===== src/rtl/md5_digest_engine_assert.svh =====
// Assertion macros used by the MD5 digest engine RTL.
`ifndef MD5_DIGEST_ENGINE_ASSERT_SVH
`define MD5_DIGEST_ENGINE_ASSERT_SVH

// The condition must hold in the same cycle as the trigger.
`define MD5DE_ASSERT_SAME(lbl, ante, cons, msg) \
    lbl: assert property (@(posedge i_clk) disable iff (!i_rst_n) (ante) |-> (cons)) \
        else $error(msg);

// The condition must hold in the cycle after the trigger.
`define MD5DE_ASSERT_NEXT(lbl, ante, cons, msg) \
    lbl: assert property (@(posedge i_clk) disable iff (!i_rst_n) (ante) |=> (cons)) \
        else $error(msg);

`endif


===== src/rtl/md5de_pkg.sv =====
// Types, constants and helper functions of the MD5 digest engine.
`default_nettype none

package md5de_pkg;

    typedef logic [31:0] t_word;
    typedef t_word [3:0] t_quad;

    // Initial chaining values A, B, C, D.
    localparam t_word IV_A = 32'h6745_2301;
    localparam t_word IV_B = 32'hEFCD_AB89;
    localparam t_word IV_C = 32'h98BA_DCFE;
    localparam t_word IV_D = 32'h1032_5476;
    localparam t_quad IV_QUAD = {IV_D, IV_C, IV_B, IV_A};

    // Round groups, taken from the upper two bits of the round number.
    localparam logic [1:0] GRP_F = 2'd0;
    localparam logic [1:0] GRP_G = 2'd1;
    localparam logic [1:0] GRP_H = 2'd2;
    localparam logic [1:0] GRP_I = 2'd3;

    localparam t_word K_TAB [64] = '{
        32'hd76aa478, 32'he8c7b756, 32'h242070db, 32'hc1bdceee,
        32'hf57c0faf, 32'h4787c62a, 32'ha8304613, 32'hfd469501,
        32'h698098d8, 32'h8b44f7af, 32'hffff5bb1, 32'h895cd7be,
        32'h6b901122, 32'hfd987193, 32'ha679438e, 32'h49b40821,
        32'hf61e2562, 32'hc040b340, 32'h265e5a51, 32'he9b6c7aa,
        32'hd62f105d, 32'h02441453, 32'hd8a1e681, 32'he7d3fbc8,
        32'h21e1cde6, 32'hc33707d6, 32'hf4d50d87, 32'h455a14ed,
        32'ha9e3e905, 32'hfcefa3f8, 32'h676f02d9, 32'h8d2a4c8a,
        32'hfffa3942, 32'h8771f681, 32'h6d9d6122, 32'hfde5380c,
        32'ha4beea44, 32'h4bdecfa9, 32'hf6bb4b60, 32'hbebfbc70,
        32'h289b7ec6, 32'heaa127fa, 32'hd4ef3085, 32'h04881d05,
        32'hd9d4d039, 32'he6db99e5, 32'h1fa27cf8, 32'hc4ac5665,
        32'hf4292244, 32'h432aff97, 32'hab9423a7, 32'hfc93a039,
        32'h655b59c3, 32'h8f0ccc92, 32'hffeff47d, 32'h85845dd1,
        32'h6fa87e4f, 32'hfe2ce6e0, 32'ha3014314, 32'h4e0811a1,
        32'hf7537e82, 32'hbd3af235, 32'h2ad7d2bb, 32'heb86d391
    };

    // Rotate amounts, indexed by {group, round[1:0]}.
    localparam logic [4:0] ROT_TAB [16] = '{
        5'd7, 5'd12, 5'd17, 5'd22, 5'd5, 5'd9, 5'd14, 5'd20,
        5'd4, 5'd11, 5'd16, 5'd23, 5'd6, 5'd10, 5'd15, 5'd21
    };

    // Control from the sequencer to the compression unit.
    typedef struct packed {
        logic start;
    } t_cmp_ctrl;

    // Status from the compression unit back to the sequencer.
    typedef struct packed {
        logic       busy;
        logic       done;
        logic [3:0] msg_idx;
    } t_cmp_stat;

    // Message word used by a given round.
    function automatic logic [3:0] md5_msg_idx(input logic [5:0] rnd);
        logic [3:0] r;
        logic [3:0] k;
        r = rnd[3:0];
        case (rnd[5:4])
            GRP_F:   k = r;
            GRP_G:   k = 4'(r * 4'd5 + 4'd1);
            GRP_H:   k = 4'(r * 4'd3 + 4'd5);
            GRP_I:   k = 4'(r * 4'd7);
            default: k = r;
        endcase
        return k;
    endfunction

    function automatic t_word bswap32(input t_word v);
        return {v[7:0], v[15:8], v[23:16], v[31:24]};
    endfunction

endpackage

`default_nettype wire


===== src/rtl/md5de_compress.sv =====
// MD5 compression unit: one round per cycle on shared round logic.
`default_nettype none

module md5de_compress (
    input  logic                    i_clk,
    input  logic                    i_rst_n,
    input  md5de_pkg::t_cmp_ctrl    i_ctrl,
    input  md5de_pkg::t_quad        i_chain,
    input  md5de_pkg::t_word        i_msg_word,
    output md5de_pkg::t_cmp_stat    o_stat,
    output md5de_pkg::t_quad        o_regs
);

    md5de_pkg::t_quad r_regs;
    logic [5:0]       r_rnd;
    logic             r_busy;
    logic             r_done;

    md5de_pkg::t_word w_a, w_b, w_c, w_d, w_f, w_sum, w_rot, w_bnew;
    logic [63:0]      w_dbl;
    logic [4:0]       w_sh;

    assign w_a = r_regs[0];
    assign w_b = r_regs[1];
    assign w_c = r_regs[2];
    assign w_d = r_regs[3];

    always_comb begin
        case (r_rnd[5:4])
            md5de_pkg::GRP_F: w_f = (w_b & w_c) | (~w_b & w_d);
            md5de_pkg::GRP_G: w_f = (w_b & w_d) | (w_c & ~w_d);
            md5de_pkg::GRP_H: w_f = w_b ^ w_c ^ w_d;
            md5de_pkg::GRP_I: w_f = w_c ^ (w_b | ~w_d);
            default:          w_f = w_b ^ w_c ^ w_d;
        endcase
    end

    assign w_sum  = w_f + w_a + i_msg_word + md5de_pkg::K_TAB[r_rnd];
    assign w_sh   = md5de_pkg::ROT_TAB[{r_rnd[5:4], r_rnd[1:0]}];
    assign w_dbl  = {w_sum, w_sum} << w_sh;
    assign w_rot  = w_dbl[63:32];
    assign w_bnew = w_b + w_rot;

    always_ff @(posedge i_clk) begin
        if (!i_rst_n) begin
            r_busy <= 1'b0;
            r_done <= 1'b0;
            r_rnd  <= '0;
        end else begin
            r_done <= 1'b0;
            if (i_ctrl.start) begin
                r_busy <= 1'b1;
                r_rnd  <= '0;
            end else if (r_busy) begin
                r_rnd <= r_rnd + 6'd1;
                if (r_rnd == 6'd63) begin
                    r_busy <= 1'b0;
                    r_done <= 1'b1;
                end
            end
        end
    end

    always_ff @(posedge i_clk) begin
        if (i_ctrl.start) begin
            r_regs <= i_chain;
        end else if (r_busy) begin
            r_regs <= {w_c, w_b, w_bnew, w_d};
        end
    end

    assign o_stat.busy    = r_busy;
    assign o_stat.done    = r_done;
    assign o_stat.msg_idx = md5de_pkg::md5_msg_idx(r_rnd);
    assign o_regs         = r_regs;

endmodule

`default_nettype wire


===== src/rtl/md5_digest_engine.sv =====
// Top level of the MD5 digest engine: word intake, padding sequencer and digest output.
//
//  Channel   Dir  Fields (tdata / tuser / tlast)                     Width
//  s_axis    in   msg_word / byte_count / last_word                  32 / 3 / 1
//  m_axis    out  digest_part / - / final_part                       64 / - / 1
//
// Message words are taken one per cycle, while the intake is open, into a 16-word
// block buffer. Each full block then stalls the intake: the sequencer starts the
// compression unit, which runs all rounds on its single round datapath, and then
// folds the result into the chaining value. After the last word the padding words
// are pushed one per cycle, with one or two compressions, and the digest is handed
// to an output register that drains as two transactions.
// Reset is synchronous and active low; the block buffer is not cleared.
// The intake stalls while a compression runs, while padding is pushed and in the
// final state; a stalled output only holds the next digest back once it is complete.
`default_nettype none
`include "md5_digest_engine_assert.svh"

module md5_digest_engine (
    input  logic        i_clk,
    input  logic        i_rst_n,
    input  logic        i_s_axis_tvalid,
    output logic        o_s_axis_tready,
    input  logic [31:0] i_s_axis_tdata,   // [31:0] msg_word
    input  logic [2:0]  i_s_axis_tuser,   // [2:0] byte_count
    input  logic        i_s_axis_tlast,   // last_word
    output logic        o_m_axis_tvalid,
    input  logic        i_m_axis_tready,
    output logic [63:0] o_m_axis_tdata,   // [63:0] digest_part
    output logic        o_m_axis_tlast    // final_part
);

    // Sequencer states.
    typedef enum logic [3:0] {
        ST_IDLE = 4'b0001,
        ST_PAD  = 4'b0010,
        ST_COMP = 4'b0100,
        ST_FIN  = 4'b1000
    } t_state;

    // Padding phases: the marker word (only after a full final word), the zero
    // fill up to slot 14, the high length word, and the end of padding.
    typedef enum logic [3:0] {
        PH_MARK = 4'b0001,
        PH_ZERO = 4'b0010,
        PH_LHI  = 4'b0100,
        PH_END  = 4'b1000
    } t_phase;

    localparam logic [2:0] BYTES_FULL = 3'd4;

    t_state              r_state, n_state;
    t_phase              r_phase, n_phase;
    logic                r_pad_run, n_pad_run;
    logic [3:0]          r_wp, n_wp;
    logic [63:0]         r_bitlen, n_bitlen;
    md5de_pkg::t_quad    r_chain, n_chain;
    logic                r_start, n_start;
    logic                r_out_valid, n_out_valid;
    logic                r_out_part, n_out_part;
    logic [63:0]         r_dig0, r_dig1;
    md5de_pkg::t_word    r_buf [16];

    logic                w_in_acc;
    logic                w_out_acc;
    logic                w_push;
    logic                w_load;
    md5de_pkg::t_word    w_push_word;
    md5de_pkg::t_word    w_first_word;
    logic [2:0]          w_nbytes;
    md5de_pkg::t_cmp_ctrl w_ctrl;
    md5de_pkg::t_cmp_stat w_stat;
    md5de_pkg::t_quad    w_regs;

    assign o_s_axis_tready = (r_state == ST_IDLE);
    assign w_in_acc        = i_s_axis_tvalid && o_s_axis_tready;
    assign w_out_acc       = r_out_valid && i_m_axis_tready;

    // Byte counts above four on the final word count as four.
    assign w_nbytes = (i_s_axis_tuser > BYTES_FULL) ? BYTES_FULL : i_s_axis_tuser;

    // Final word with its valid bytes kept and the 0x80 marker placed after them.
    always_comb begin
        case (w_nbytes)
            3'd0:    w_first_word = 32'h0000_0080;
            3'd1:    w_first_word = {16'h0000, 8'h80, i_s_axis_tdata[7:0]};
            3'd2:    w_first_word = {8'h00, 8'h80, i_s_axis_tdata[15:0]};
            3'd3:    w_first_word = {8'h80, i_s_axis_tdata[23:0]};
            default: w_first_word = i_s_axis_tdata;
        endcase
    end

    always_comb begin
        n_state     = r_state;
        n_phase     = r_phase;
        n_pad_run   = r_pad_run;
        n_wp        = r_wp;
        n_bitlen    = r_bitlen;
        n_chain     = r_chain;
        n_start     = 1'b0;
        n_out_valid = r_out_valid;
        n_out_part  = r_out_part;
        w_push      = 1'b0;
        w_push_word = '0;
        w_load      = 1'b0;

        case (r_state)
            ST_IDLE: begin
                if (w_in_acc) begin
                    w_push = 1'b1;
                    if (!i_s_axis_tlast) begin
                        w_push_word = i_s_axis_tdata;
                        n_bitlen    = r_bitlen + 64'd32;
                    end else begin
                        w_push_word = w_first_word;
                        n_bitlen    = r_bitlen + {58'd0, w_nbytes, 3'b000};
                        n_pad_run   = 1'b1;
                        n_phase     = (w_nbytes == BYTES_FULL) ? PH_MARK : PH_ZERO;
                        n_state     = ST_PAD;
                    end
                end
            end
            ST_PAD: begin
                w_push = 1'b1;
                case (r_phase)
                    PH_MARK: begin
                        w_push_word = 32'h0000_0080;
                        n_phase     = PH_ZERO;
                    end
                    PH_ZERO: begin
                        if (r_wp == 4'd14) begin
                            w_push_word = r_bitlen[31:0];
                            n_phase     = PH_LHI;
                        end else begin
                            w_push_word = '0;
                        end
                    end
                    PH_LHI: begin
                        w_push_word = r_bitlen[63:32];
                        n_phase     = PH_END;
                    end
                    default: begin
                        w_push  = 1'b0;
                        n_state = ST_FIN;
                    end
                endcase
            end
            ST_COMP: begin
                if (w_stat.done) begin
                    for (int i = 0; i < 4; i++) begin
                        n_chain[i] = r_chain[i] + w_regs[i];
                    end
                    if (!r_pad_run) begin
                        n_state = ST_IDLE;
                    end else if (r_phase == PH_END) begin
                        n_state = ST_FIN;
                    end else begin
                        n_state = ST_PAD;
                    end
                end
            end
            ST_FIN: begin
                // Wait until the previous digest has fully drained.
                if (!r_out_valid) begin
                    w_load      = 1'b1;
                    n_out_valid = 1'b1;
                    n_out_part  = 1'b0;
                    n_chain     = md5de_pkg::IV_QUAD;
                    n_bitlen    = '0;
                    n_wp        = '0;
                    n_pad_run   = 1'b0;
                    n_state     = ST_IDLE;
                end
            end
            default: begin
                n_state = ST_IDLE;
            end
        endcase

        // Every pushed word advances the slot; the sixteenth starts a compression.
        if (w_push) begin
            n_wp = r_wp + 4'd1;
            if (r_wp == 4'd15) begin
                n_state = ST_COMP;
                n_start = 1'b1;
            end
        end

        if (w_out_acc) begin
            if (!r_out_part) begin
                n_out_part = 1'b1;
            end else begin
                n_out_valid = 1'b0;
                n_out_part  = 1'b0;
            end
        end
    end

    always_ff @(posedge i_clk) begin
        if (!i_rst_n) begin
            r_state     <= ST_IDLE;
            r_phase     <= PH_END;
            r_pad_run   <= 1'b0;
            r_wp        <= '0;
            r_bitlen    <= '0;
            r_chain     <= md5de_pkg::IV_QUAD;
            r_start     <= 1'b0;
            r_out_valid <= 1'b0;
            r_out_part  <= 1'b0;
        end else begin
            r_state     <= n_state;
            r_phase     <= n_phase;
            r_pad_run   <= n_pad_run;
            r_wp        <= n_wp;
            r_bitlen    <= n_bitlen;
            r_chain     <= n_chain;
            r_start     <= n_start;
            r_out_valid <= n_out_valid;
            r_out_part  <= n_out_part;
        end
    end

    // Block buffer and digest holding registers carry payload only.
    always_ff @(posedge i_clk) begin
        if (w_push) begin
            r_buf[r_wp] <= w_push_word;
        end
        if (w_load) begin
            r_dig0 <= {md5de_pkg::bswap32(r_chain[0]), md5de_pkg::bswap32(r_chain[1])};
            r_dig1 <= {md5de_pkg::bswap32(r_chain[2]), md5de_pkg::bswap32(r_chain[3])};
        end
    end

    assign w_ctrl.start = r_start;

    md5de_compress u_compress (
        .i_clk      (i_clk),
        .i_rst_n    (i_rst_n),
        .i_ctrl     (w_ctrl),
        .i_chain    (r_chain),
        .i_msg_word (r_buf[w_stat.msg_idx]),
        .o_stat     (w_stat),
        .o_regs     (w_regs)
    );

    assign o_m_axis_tvalid = r_out_valid;
    assign o_m_axis_tdata  = r_out_part ? r_dig1 : r_dig0;
    assign o_m_axis_tlast  = r_out_part;

    `MD5DE_ASSERT_SAME(a_ready_not_busy, o_s_axis_tready, !w_stat.busy, "intake open during compression")
    `MD5DE_ASSERT_NEXT(a_start_runs, r_start, w_stat.busy, "compression did not start")
    `MD5DE_ASSERT_SAME(a_done_in_comp, w_stat.done, r_state == ST_COMP, "compression done outside wait state")
    `MD5DE_ASSERT_NEXT(a_fin_loads, (r_state == ST_FIN) && !r_out_valid, r_out_valid && !r_out_part && (r_state == ST_IDLE), "digest not loaded")
    `MD5DE_ASSERT_SAME(a_part_valid, r_out_part, r_out_valid, "second half shown without a digest")

endmodule

`default_nettype wire

===== config.mk =====
export PLATFORM = sky130hd
export DESIGN_NAME = md5_digest_engine
export DESIGN_NICKNAME = d
export VERILOG_FILES = /design/src/rtl/md5de_pkg.sv /design/src/rtl/md5de_compress.sv /design/src/rtl/md5_digest_engine.sv
export VERILOG_INCLUDE_DIRS = /design/src /design/src/rtl
export SDC_FILE = /design/constraint.sdc
export NUM_CORES = 2
export LEC_CHECK = 0
export ABC_AREA = 1
export BUFFER_PORTS_ARGS = -buffer_cell sky130_fd_sc_hd__clkbuf_2
export CORE_MARGIN = 4
export CORE_UTILIZATION = 50
export DETAILED_ROUTE_END_ITERATION = 10
export PLACE_DENSITY = 0.76
export SETUP_SLACK_MARGIN = 0.2
export SLEW_MARGIN = 25
export SYNTH_ARGS = -nofsm -noshare
export SYNTH_HDL_FRONTEND = slang
export SYNTH_SLANG_ARGS = --single-unit

===== constraint.sdc =====
create_clock -name i_clk -period 17.29 [get_ports i_clk]
set_input_delay 3.458 -clock i_clk [delete_from_list [all_inputs] [get_ports i_clk]]
set_output_delay 3.458 -clock i_clk [all_outputs]
set_load 0.01 [all_outputs]

Word-level counts from Yosys, hierarchy flattened. Memories as Yosys holds them, arrays and structs flattened. Cells that the tools add are included. W data, S select, Z words.

Add/subtract/negate cells: 14. Multiply operators: 3. Magnitude comparators: 3. Equal/unequal tests: 26. Shift-type cells: 1. Mux-type cells: 64. Bitwise operators: 16. Reductions and logical operators: 20.

Operator list (number): $mux W128 (4); $add A32 B32 Y32 (8); $mux W64 (4); $pmux W128 S2 (1); $pmux W32 S4 (2); $mux W32 (5); $and A32 B32 Y32 (4); $pmux W64 S2 (1); $or A32 B32 Y32 (3); $pmux W32 S3 (1); $xor A32 B32 Y32 (3); $add A64 B6 Y64 (1); $add A64 B6 Y64 const B (1); $not A32 Y32 (2); $pmux W32 S2 (1); $shl A64 B5 Y64 (1); $mux W4 (15); $pmux W4 S4 (2); $mux W1 (20); $eq A4 B4 Y1 const B (4); $pmux W4 S3 (1); $reduce_bool A2 Y1 (6); $mux W5 (2); $ne A2 B1 Y1 const B (5); 36 further kinds (50).

Bits in registers: 472. Memory bits (writable): 512. Memory bits (read-only): 2128. Input port bits: 40. Output and inout port bits: 67. Logic and storage cells: 171. Memories: 3.

Memories: (name not given) (words 64, width 32, rd ports 1, clocked after Yosys merged registers in 0, wr ports 0, RTL line md5de_compress.sv:38) `assign w_sum = w_f + w_a + i_msg_word + md5de_pkg::K_TAB[r_rnd];`; r_buf (words 16, width 32, rd ports 1, clocked after Yosys merged registers in 0, wr ports 1, RTL line md5_digest_engine.sv:62) `md5de_pkg::t_word r_buf [16];`; (name not given) (words 16, width 5, rd ports 1, clocked after Yosys merged registers in 0, wr ports 0, RTL line md5de_compress.sv:39) `assign w_sh = md5de_pkg::ROT_TAB[{r_rnd[5:4], r_rnd[1:0]}];`.

Logic depth before layout (Yosys ltp).
Depth in word-level cells: 11. Mapped depth: 56. Gate-level depth less buffers: 53.

By module. From an unflattened synthesis, not the netlist that was laid out.

Cells, all modules: 7969. Area, all modules: 62369.8 sq um.

Modules (own cells, without submodules): md5_digest_engine (instances 1, cells an instance 5214, area an instance 44549.0 sq um); md5de_compress (instances 1, cells an instance 2755, area an instance 17820.8 sq um).

Worst setup path before layout. Ideal clock, no wire load.

Path type: register to register. From: register u_compress.r_rnd[2]. To: register u_compress.r_regs, in the netlist u_compress.w_b[19], data pin. Data arrival time: 7.839 ns. Setup slack: 9.191 ns. Cell stages (with the launch flop): 49. Clock period less this slack: 8.099 ns. Path through: dfxtp_1 clkinv_1 clkbuf_1 ha_1 fa_1 nor2_1 nor2_1 nand3_1 nand2_2 clkbuf_1 clkbuf_1 o311ai_0 o311ai_0 nand2_1 inv_1 fa_1 inv_1 ha_1 [... 13 more ...] nand3_1 nand2_1 ha_1 nand3_1 nand3_1 inv_1 nor2_1 nor2_1 o21ai_1 a21oi_1 o21ai_1 a21oi_1 o21ai_1 a21oi_1 inv_1 or2_2 nand3_1 o21ai_0.

Longest elaborated chain between the ends: 10. Elaborated cells on any way between the ends: 17. Those cells by class: 5 x add/sub; 3 x mul; 1 x shift; 5 x mux; 1 x bitwise; 2 x memory.

Ends and longest elaborated chain: start, declared (RTL line md5de_compress.sv:15) `logic [5:0] r_rnd;`; start signal, assigned (RTL line md5de_compress.sv:55) `r_rnd <= r_rnd + 6'd1;`; $mul A4 B2 Y4 / $mul A4 B3 Y4 (equally long branches) (RTL line md5de_pkg.sv:67, md5de_pkg.sv:66); $add A4 B3 Y4 / $add A4 B1 Y4 (equally long branches) (RTL line md5de_pkg.sv:67, md5de_pkg.sv:66); $pmux W4 S4 (RTL line md5de_pkg.sv:64) `case (rnd[5:4])`; $mem_v2 Z16 W32; $add A32 B32 Y32 (RTL line md5de_compress.sv:38); $add A32 B32 Y32 (*) (RTL line md5de_compress.sv:38); $shl A64 B5 Y64 (*) (RTL line md5de_compress.sv:40) `assign w_dbl = {w_sum, w_sum} << w_sh;`; $add A32 B32 Y32 (*) (RTL line md5de_compress.sv:42) `assign w_bnew = w_b + w_rot;`; $mux W128 (*) (RTL line md5de_compress.sv:67) `end else if (r_busy) begin`; $mux W128 (*) (RTL line md5de_compress.sv:65) `if (i_ctrl.start) begin`; end signal, assigned (RTL line md5de_compress.sv:66) `r_regs <= i_chain;`; end signal, assigned (RTL line md5de_compress.sv:68) `r_regs <= {w_c, w_b, w_bnew, w_d};`; end, declared (RTL line md5de_compress.sv:14) `md5de_pkg::t_quad r_regs;`.

Every way passes the cells marked *; elsewhere a longest branch is shown, timed or not. The select of a mux whose other input is x is not followed. A chain may end at the register's enable or synchronous reset.

Worst setup path in the final report.
From: register u_compress.r_rnd[1]. To: register u_compress.r_regs, in the netlist u_compress.w_b[19], data pin.

Longest elaborated chain between the ends: 10. Elaborated cells on any way between the ends: 21. Those cells by class: 5 x add/sub; 3 x mul; 1 x shift; 7 x mux; 2 x bitwise; 3 x memory.

Ends and longest elaborated chain (RTL line): $mul A4 B2 Y4 / $mul A4 B3 Y4 (equally long branches) (md5de_pkg.sv:67, md5de_pkg.sv:66); $add A4 B3 Y4 / $add A4 B1 Y4 (equally long branches) (md5de_pkg.sv:67, md5de_pkg.sv:66); $pmux W4 S4 (md5de_pkg.sv:64); $mem_v2 Z16 W32; $add A32 B32 Y32 (2 in series) (md5de_compress.sv:38); $shl A64 B5 Y64 (*) (md5de_compress.sv:40); $add A32 B32 Y32 (*) (md5de_compress.sv:42); $mux W128 (*) (md5de_compress.sv:67); $mux W128 (*) (md5de_compress.sv:65).

Marks and branches as above.

==> results.rst <==
.. list-table::
   :header-rows: 1

   * - Metric
     - Value
   * - Result of the run
     - complete, no violations
   * - Commonest non-fill, non-tap cell in the layout
     - sky130_fd_sc_hd__nand2_1
   * - Total vias in the final route
     - 51,600
   * - Sequential share of the synthesized area
     - 47.3%
   * - Transition time at the pin with the least slew margin
     - 1120 ps
   * - Final Hold Slack
     - approximately 480 ps
   * - Post-synthesis register bit count
     - roughly 980
   * - Netlist area before placement
     - 57,800 um2
   * - Most used cells in the layout excluding fill and tap cells
     - 1,361 x sky130_fd_sc_hd__nand2_1, 768 x sky130_fd_sc_hd__edfxtp_1, 686 x sky130_fd_sc_hd__nor2_1, 617 x sky130_fd_sc_hd__inv_1, 581 x sky130_fd_sc_hd__o21ai_0
   * - Insertion delay to the later sink of the worst-skew pair
     - 750 ps
   * - Reg2reg path depth
     - 46
   * - DRC violations left
     - 0
   * - Global routing usage summed across all routing layers
     - 32.1%
   * - Detailed Place HPWL
     - between 100,000 and 150,000 um
   * - Full die area
     - 121,000 um2
   * - Leakage
     - between 20 and 30 nW
   * - Instance count of the mapped netlist
     - 6,794
   * - Nature of the critical path startpoint
     - flop
   * - Power density normalized to cell area
     - roughly 86 nW/um2
   * - Final ANT Viol Nets
     - 0
   * - Type of the worst setup path
     - flop to flop
   * - Maximum clock insertion buffer count
     - 3
   * - Initial DRC count
     - 6,357
   * - Largest voltage drop on the vdd net
     - 104 uV
   * - Path class of the lowest-slack min-delay path
     - flop to flop
   * - Number of warnings reported in the yosys synthesis log
     - 0
   * - Nets in the synthesized netlist
     - 7,162
   * - Destination of the worst register-to-register timing path
     - u_compress.w_b[19]$_DFFE_PP_
   * - Placer's final routability congestion estimate
     - 1.03
   * - GR peak layer
     - met2
   * - Input/output buffers
     - ~110
   * - First-pass GRT wire length
     - ~300,000 um
   * - Core region area
     - about 110,000 um2
   * - Initial antenna violation count
     - 4
   * - Crit path largest cell delay
     - around 820 ps
   * - Mean routed wirelength per cell
     - roughly 24 um
   * - Inserted Clock Buffers
     - 102
   * - Setup repair after global routing missed its margin
     - no
   * - Via count of the first global-routing pass
     - 48,500
   * - Critical path capture point type
     - flop
   * - Post-route cell area
     - about 64,000 um2
   * - Starting density of the core
     - 50.5%
   * - Hold Path Stages
     - 0
   * - Number of placement rows
     - 124
   * - Async set or reset register ratio after synthesis
     - 0%
   * - Routed vias/inst
     - 6.14
   * - Final core area utilization
     - 55.5%
   * - Reported net switching power
     - 1.41 mW
   * - Final count of pins violating max slew
     - 0
   * - Clock share of power
     - 41.9%
   * - Top-level I/O count
     - 107
   * - Clock tree from TritonCTS
     - done
   * - Total Negative Setup Slacks
     - 0 ps
   * - Total Nets Final
     - 7,172
   * - Top FF cell, synth
     - sky130_fd_sc_hd__edfxtp_1
   * - Largest net degree at the start of global routing
     - 214
   * - Count of unique library cells instantiated by Yosys
     - 74
   * - Switching power share of the total
     - 25.7%
   * - Clock transition at the registers of the reported paths
     - 60 ps
   * - Count of H-tree levels built during CTS
     - 3
   * - Die Ht
     - about 350 um
   * - Count of flip-flops with a built-in enable after synthesis
     - roughly 770
   * - Count of instances resized after the clock tree is built
     - 0
   * - Max-capacitance violation count
     - 0
   * - Most common cell type on the critical path
     - sky130_fd_sc_hd__inv_1
   * - Clk sink count
     - between 900 and 1,000
   * - Max Fanout on Critical Path
     - 97
   * - Cell area after placement
     - 60,000 um2
   * - Hold-fix buffers at CTS
     - 0
   * - Met1 track demand over resource
     - a little over two fifths
   * - FMAX
     - 86.4 MHz
   * - Int Pwr
     - 4.07 mW
   * - Post-layout minimum cycle time
     - ~12,000 ps
   * - Critical path data arrival time
     - 12,010 ps
   * - Power share of the combinational group
     - 10.9%
   * - Internal reg-to-reg setup slack
     - 5710 ps
   * - Layout area overhead
     - 9.88%
   * - Finish-stage setup viols
     - 0
   * - Launching point of the worst reg2reg path
     - u_compress.r_rnd[1]$_SDFFE_PP0P_
   * - Overflow left after global routing
     - 0
   * - Syn avg cell area
     - 8.51 um2
   * - Root buffer cell
     - sky130_fd_sc_hd__clkbuf_16
   * - Global-route met2 utilization
     - 51.1%
   * - Max Clock Skew
     - 64.3 ps
   * - Met3 Resource Use GR
     - under 10%
   * - Worst Hold Launch
     - r_chain[33]$_SDFFE_PN0P_
   * - Final Hold Fails
     - 0
   * - Final wirelength
     - 200,000 um
   * - Post-CTS Setup Inserts
     - 0
   * - Number of iterations in the first detailed-routing pass
     - 7
   * - CP max stage cell
     - sky130_fd_sc_hd__dfxtp_1
   * - X dimension of the die
     - around 350 um
   * - Required time of the critical path
     - 17,730 ps
   * - Final clock period utilization by the worst path
     - 66.9%
   * - Ant. Diodes
     - 0
   * - Worst slew margin
     - 25.1%
   * - Sequential share of power
     - between 40% and 50%
   * - Terminating pin of the worst hold path
     - r_dig0[25]$_DFFE_PP_
   * - Proportion of layout cells with a drive suffix above 1
     - 7.11%
-- power groups by stage --
stage               logic (mW)  clock network (mW)  registers (mW)
floorplan                0.404                   0            2.63
global placement         0.580                   0            2.63
detailed placement       0.587                   0            2.63
CTS                      0.590                2.31            2.58
global route             0.666                2.41            2.58
finish                   0.599                2.30            2.58
-- logic make-up after synthesis --
group	after synthesis	synth area share, %
compound gates	1602	16.3
xor+xnor	70	1.06
fa+ha+maj	328	8.01
buf+inv	934	6.19
flops	981	47.3
mux	4	0.0693
simple gates	2875	21.1
-- how the worst max path moves through the flow --
stage                                                 from                      endpoint  cells after the start
after floorplan           u_compress.r_rnd[2]$_SDFFE_PP0P_  u_compress.w_b[19]$_DFFE_PP_                     48
after global placement    u_compress.r_rnd[1]$_SDFFE_PP0P_  u_compress.w_b[19]$_DFFE_PP_                     46
after detailed placement  u_compress.r_rnd[1]$_SDFFE_PP0P_  u_compress.w_b[19]$_DFFE_PP_                     49
after CTS                 u_compress.r_rnd[1]$_SDFFE_PP0P_  u_compress.w_b[19]$_DFFE_PP_                     49
after global routing      u_compress.r_rnd[1]$_SDFFE_PP0P_  u_compress.w_b[19]$_DFFE_PP_                     50
final                     u_compress.r_rnd[1]$_SDFFE_PP0P_  u_compress.w_b[19]$_DFFE_PP_                     46
-- cell type report --
type / count / area (um2)
Tap cell: 1512 / 1890
Inverter: 643 / 2420
Multi-Input combinational cell: 4879 / 27100
Clock buffer: 126 / 2740
Sequential cell: 981 / 27300
Timing Repair Buffer: 197 / 1240
Clock inverter: 66 / 783
Fill cell: 10300 / 51000
-- state kept, by name, summed over array words and instances, names as in the netlist --
name	flops
r_buf	512
r_chain	128
r_dig0	64
r_dig1	64
r_bitlen	61
u_compress.w_a	32
u_compress.w_b	32
u_compress.w_c	32
u_compress.w_d	32
u_compress.r_rnd	6
r_phase	4
r_state	4
r_wp	4
o_m_axis_tlast	1
o_m_axis_tvalid	1
r_pad_run	1
r_start	1
u_compress.r_busy	1
u_compress.r_done	1
-- through the flow --
step           power [mW]  cells  setup slack (ps)
2_1_floorplan        3.03   6794              9190
3_3_place_gp         3.21   8210              6370
3_5_place_dp         3.22   8212              6060
4_1_cts              5.48   8404              6020
5_1_grt              5.66   8404              4900
6_report             5.48   8404              5710
-- Yosys cell counts, drive strengths merged (3+ instances only) --
cell	n	area, um2
nand3	462	2320
o32ai	15	131
nand4	54	353
nand3b	7	52.6
o22ai	25	156
nor2	711	2720
a21boi	3	22.5
mux2i	4	40.0
xnor2	15	131
nor4	35	262
o21ai	603	3020
edfxtp	768	23100
nand2	1373	5210
clkinv	3	11.3
buf	54	268
a21oi	512	2570
o211ai	64	480
inv	640	2410
o31ai	7	52.6
or2	42	263
a221oi	7	61.3
a32o	7	70.1
a21o	11	82.6
o221ai	19	173
fa	70	1400
o21bai	69	518
a32oi	4	35.0
a31oi	22	138
o2111ai	9	78.8
o221a	3	33.8
dfxtp	213	4260
clkbuf	237	890
a211oi	43	323
ha	258	3230
o311ai	110	963
a22oi	26	195
xor2	55	482
nor3	187	957
o21a	30	225
-- layer usage --
| metal | share of wire, % | vias to the layer above | wire (um) |
|---|---|---|---|
| met5 | 0 | - | 0 |
| met2 | 45 | 2804 | 90400 |
| met1 | 39 | 24500 | 77800 |
| met3 | 10 | 591 | 20000 |
| li1 | - | 23800 | - |
| met4 | 6.1 | 0 | 12200 |
-- worst max-delay path, delay by kind of cell (launching register included) --
kind / cells / cell delay, ps
buf+inv: 10 / 2790
fa+ha+maj: 4 / 1760
simple gates: 15 / 2170
flops: 1 / 820
xor+xnor: 1 / 220
compound gates: 16 / 3330
Power figures use the tool's default switching activity.
